--- config.mk ---
export PLATFORM = sky130hd
export DESIGN_NAME = rpfa_ctrl
export DESIGN_NICKNAME = d
export VERILOG_FILES = /design/src/rtl/core/rpfa_pkg.sv /design/src/rtl/core/rpfa_ctrl.sv
export SDC_FILE = /design/constraint.sdc
export NUM_CORES = 1
export LEC_CHECK = 0
export BUFFER_PORTS_ARGS = -buffer_cell sky130_fd_sc_hd__buf_2
export CAP_MARGIN = 10
export CORE_AREA = 2 2 39 41
export CTS_CLUSTER_SIZE = 8
export DETAILED_ROUTE_END_ITERATION = 8
export DIE_AREA = 0 0 41 43
export PLACE_DENSITY = 0.3
export SLEW_MARGIN = 5
export SYNTH_ARGS = -nofsm -noshare
export SYNTH_HDL_FRONTEND = slang
export SYNTH_SLANG_ARGS = --single-unit
--- constraint.sdc ---
create_clock -name clk_i -period 0.81 [get_ports clk_i]
set_input_delay 0.1215 -clock clk_i [delete_from_list [all_inputs] [get_ports clk_i]]
set_output_delay 0.1215 -clock clk_i [all_outputs]
set_load 0.05 [all_outputs]
--- src/rtl/core/rpfa_pkg.sv ---
// ----------------------------------------------------------------------------
// rpfa_pkg
// Shared types, codes and widths of the reference-counted page frame allocator.
// ----------------------------------------------------------------------------
package rpfa_pkg;

  // Fixed field widths of the stream items.
  localparam int PAGE_W      = 15;
  localparam int MODE_W      = 3;
  localparam int CNT_OUT_W   = 8;
  localparam int STAT_W      = 3;
  localparam int IN_TDATA_W  = 24;
  localparam int OUT_TDATA_W = 32;

  // Default configuration of the top level.
  localparam int NPAGES_DEF      = 32768;
  localparam int COUNT_WIDTH_DEF = 8;

  // Operation codes.
  localparam logic [MODE_W-1:0] MODE_ALLOC = 3'd0;
  localparam logic [MODE_W-1:0] MODE_FREE  = 3'd1;
  localparam logic [MODE_W-1:0] MODE_INC   = 3'd2;
  localparam logic [MODE_W-1:0] MODE_DEC   = 3'd3;
  localparam logic [MODE_W-1:0] MODE_READ  = 3'd4;

  // Status codes.
  localparam logic [STAT_W-1:0] STAT_OK    = 3'd0;
  localparam logic [STAT_W-1:0] STAT_RANGE = 3'd1;
  localparam logic [STAT_W-1:0] STAT_NOMEM = 3'd2;
  localparam logic [STAT_W-1:0] STAT_UNDER = 3'd3;
  localparam logic [STAT_W-1:0] STAT_OVER  = 3'd4;

  // Commands from the controller to the datapath.
  typedef struct packed {
    logic clear;   // write one zero count during the clearing sweep
    logic start;   // latch the item and issue the memory reads
    logic commit;  // write memories and load the result register
  } cmd_t;

  // Status from the datapath to the controller.
  typedef struct packed {
    logic clear_last;  // the sweep is at its last entry
    logic out_free;    // the result register can take a new item
  } stat_t;

endpackage

--- src/rtl/core/rpfa_ctrl.sv ---
// ----------------------------------------------------------------------------
// rpfa_ctrl
// Controller: clearing sweep after reset, then a read and a commit per item.
// ----------------------------------------------------------------------------
module rpfa_ctrl (
  input  logic               clk_i,
  input  logic               rst_ni,
  input  logic               in_valid_i,
  output logic               in_ready_o,
  input  rpfa_pkg::stat_t    stat_i,
  output rpfa_pkg::cmd_t     cmd_o
);

  localparam logic [1:0] ST_CLEAR = 2'd0;
  localparam logic [1:0] ST_IDLE  = 2'd1;
  localparam logic [1:0] ST_EXEC  = 2'd2;

  logic [1:0] state_q, state_d;

  always_comb begin
    state_d      = state_q;
    cmd_o.clear  = 1'b0;
    cmd_o.start  = 1'b0;
    cmd_o.commit = 1'b0;
    in_ready_o   = 1'b0;
    case (state_q)
      ST_CLEAR: begin
        cmd_o.clear = 1'b1;
        if (stat_i.clear_last) begin
          state_d = ST_IDLE;
        end
      end
      ST_IDLE: begin
        in_ready_o = 1'b1;
        if (in_valid_i) begin
          cmd_o.start = 1'b1;
          state_d     = ST_EXEC;
        end
      end
      ST_EXEC: begin
        // Hold the item until the result register is free.
        if (stat_i.out_free) begin
          cmd_o.commit = 1'b1;
          state_d      = ST_IDLE;
        end
      end
      default: begin
        state_d = ST_CLEAR;
      end
    endcase
  end

  always_ff @(posedge clk_i or negedge rst_ni) begin
    if (!rst_ni) begin
      state_q <= ST_CLEAR;
    end else begin
      state_q <= state_d;
    end
  end

endmodule

# Yosys cells after proc, flatten, opt, wreduce, memory -nomap -nowiden
# Index checks and enable logic that the tools add are counted.
# totals
ff_bits	2
input_bits	5
wordCells	18
# classes
eq_ne	5
mux	10
n_reduce_logical	2
# ops
op	count
$mux W1	6
$mux W2	3
$ne A2 B2 Y1 const B	3
$pmux W2 S3	1
$reduce_and A3 Y1	1
$eq A2 B1 Y1 const B	1
$eq A2 B2 Y1 const B	1
$logic_not A2 Y1	1

# Longest topological paths before layout
# depth
ltp_word	3
depth_mapped	2
mapped_depth_nobuf	2

# Least setup slack after synthesis
# No wires, ideal clock.
# synth_path
kind	reg-to-output
start	reg state_q[1]
end	out cmd_o[0] (netlist bit)
arrival_ns	1.093
required_time_ns	0.688
slack_ns	-0.404
path_stages_with_launch	3
n_path_buf	0
path_cell_list	dfrtp_1 -> nand2_1 -> nor2_1
# synth_lines
element	line	rtl
start, declared	rpfa_ctrl.sv:18	logic [1:0] state_q, state_d;
start signal, assigned	rpfa_ctrl.sv:57	state_q <= state_d;
end, declared	rpfa_ctrl.sv:11	output rpfa_pkg::cmd_t cmd_o

==> reports/metrics.cfg <==
[run_status]
outcome=finished with violations
failing_checks=negative setup slack

[cells_and_area]
final_net_count=34
largestRegisters=state_q (2)
largest_reg_flops=2
antenna-diode-count=0
max_flop_register=state_q
final_layout_size_suffix_gt1_share_pct=70.4
syn_to_final_growth_pct=135
mostFrequentLayoutCells=4 x sky130_fd_sc_hd__buf_2, 4 x sky130_fd_sc_hd__buf_6, 3 x sky130_fd_sc_hd__clkbuf_4, 2 x sky130_fd_sc_hd__nor2_2, 2 x sky130_fd_sc_hd__buf_4

[global_routing]
grt_overflow_total=0
pin_count_of_the_biggest_net_entering_global_routing=7
groute.usage.overall_pct=5.42
antenna_found_initial=0
first_global_vias=140
grt_pass1_wl_um=531

[sta]
finalCritPeriodShare_pct=144
rsz0062_at_grt=true
final_period_minus_worst_setup_slack_ns=1.16
finalMaxSlewViolations=0
hold_viol_final=0
max_freq_mhz=859
worst_pin_slew_ns=0.163
max_slew_margin_pct=89.1
setup_viol=6
skew_ns=0.00372
setup_slack_ns=-0.354

[floorplanning]
dieWidth_um=41
floorplan.rows=14
floorplan.io_pins=9
core_area_mm2=0.00138
die_height_um=43
die_area_mm2=0.00176
floorplan.initialDensity_pct=8.32

[power_and_ir_drop]
power.total_w=0.00127
irDropWorstVdd_v=0.000934
power-per-cell-area_mw_per_mm2=4700
leakagePower_nw=0.131

[route]
drt-met1-wl_um=158
topRoutingLayerUsed=met3
detailedRoute.firstIterationViolations=0
drtPass1Iterations=1
via_count=141
post_drt_wl_per_cell_um=8.49
detailroute.wirelength.met3_um=62
route.final.wire_length_um=365
detail-route-antenna-nets=0
wl_met2_um=144
post_drt_via_cell_ratio=3.28
drc_errors=0

[logic_synthesis]
synth-adder-area-share_pct=0
synth-xor-area-share_pct=0
synth.avg_cell_area_um2=9.59
synth_top_family_by_area=simple AND/OR/NAND/NOR gates
synthDistinctLibCells=10
yosysWarnings=0
synth.mux.area_fraction_pct=8.70
synthesis.nets=17
post_synth_instance_area_um2=115
yosys_register_bits=2
synth_compound_gate_area_share_pct=7.61
netlist_instances=12
synth_simple_gate_area_share_pct=37.0
synth_seq_area_share_pct=43.5

[job]
max_cap_viol_count=0

[cts]
clkTransAtPathRegs_ns=0.03
clockBufferDepth=2
tritoncts_num_sinks=2
htreeDepth=1
numCtsBuffers=3
cts_tree=built
clock_latency_ns=0.22
clockRootBuffer=sky130_fd_sc_hd__clkbuf_4

[setup_path]
r2r.worst_path.cells=2
worstPathRequired_ns=0.69
path_class=register to primary output
slowest_delay_ns=0.40
crit_chain=and3b_2 > buf_8
slowest_stage=sky130_fd_sc_hd__dfrtp_1
cp.arrival_ns=1.04
startpoint=state_q[1]
worst_r2r_startpoint=state_q[0]
critical_path_peak_fanout=5
cp-end-kind=primary output
timing.critical_path.from_type=register

[hold_path]
hold_class=primary input to register
whs_path_depth=3
hold_path_startpoint=in_valid_i

[place]
io_buffers=8
pre_cts_ws_ns=-0.217
routabilityCongestion=0.521

## per-stage QoR
step	area [um2]	utilization [%]	TNS, ns	std cells	hold slack (ns)
after floorplan	121	-	-1.09	12	-0.174
after global placement	196	14.2	-0.960	38	-0.0928
after detailed placement	196	14.2	-1.00	38	-0.0914
after CTS	269	19.4	-1.79	43	0.190
after global routing	270	19.5	-1.99	43	0.188
final	270	19.5	-1.71	43	0.197
## worst max-delay path: cells and delay by family, from the launching register on
kind | cells | cell delay, ns
buffers and inverters | 1 | 0.15
flip-flops | 1 | 0.40
AND/OR/NAND/NOR | 1 | 0.27
## path summary, 6_finish.rpt
check | to | slack [ns]
max in group asynchronous | state_q[0] | 0.49
worst min register to register | state_q[0] | 0.56
min in group asynchronous | state_q[1] | 0.21
worst max register to register | state_q[1] | -0.21
worst max-delay path | cmd_o[1] | -0.35
worst min-delay path | state_q[0] | 0.20
## metal layers
| metal | global-route usage, % | up-vias |
|---|---|---|
| met1 | 5.47 | 62 |
| li1 | - | 70 |
| met2 | 5.94 | 9 |
| met4 | 6.00 | 0 |
| met3 | 4.71 | 0 |
| met5 | 0 | - |
## Yosys cell counts (all sizes together)
cell type  instances  area (um2)
and2b              1        8.76
and3b              1        8.76
dfrtp              2        50.1
inv                1        3.75
mux2i              1        10.0
nand2              1        3.75
nor2               2        7.51
nor3b              1        7.51
o2bb2ai            1        8.76
or2                1        6.26
## power breakdown
| part | internal (W) | leakage [nW] | switching, W |
|---|---|---|---|
| logic | 0.000373 | 0.0927 | 0.000461 |
| clock network | 0.000163 | 0.0138 | 0.0000527 |
| registers | 0.000153 | 0.0241 | 0.0000667 |
## timing repair
action	in CTS	in global routing
setup endpoints to repair	6	6
hold buffers	1	0
hold endpoints to repair	2	0
pin swaps	1	3
setup buffers	1	0
gates resized for setup	10	1
## kinds of logic (layout without fill, tap and decap cells)
group           count (synthesis)  after routing
simple gates                    7              7
flops                           2              2
compound gates                  1              1
mux                             1              1
buf+inv                         1             16
## layout make-up
cell class	count	area (um2)
multi-input combinational	9	67.6
inverter	1	3.75
tap	16	20.0
sequential	2	51.3
fill	155	1110
clock buffer	3	22.5
timing repair buffer	12	105
(Power assumes the default switching activity.)
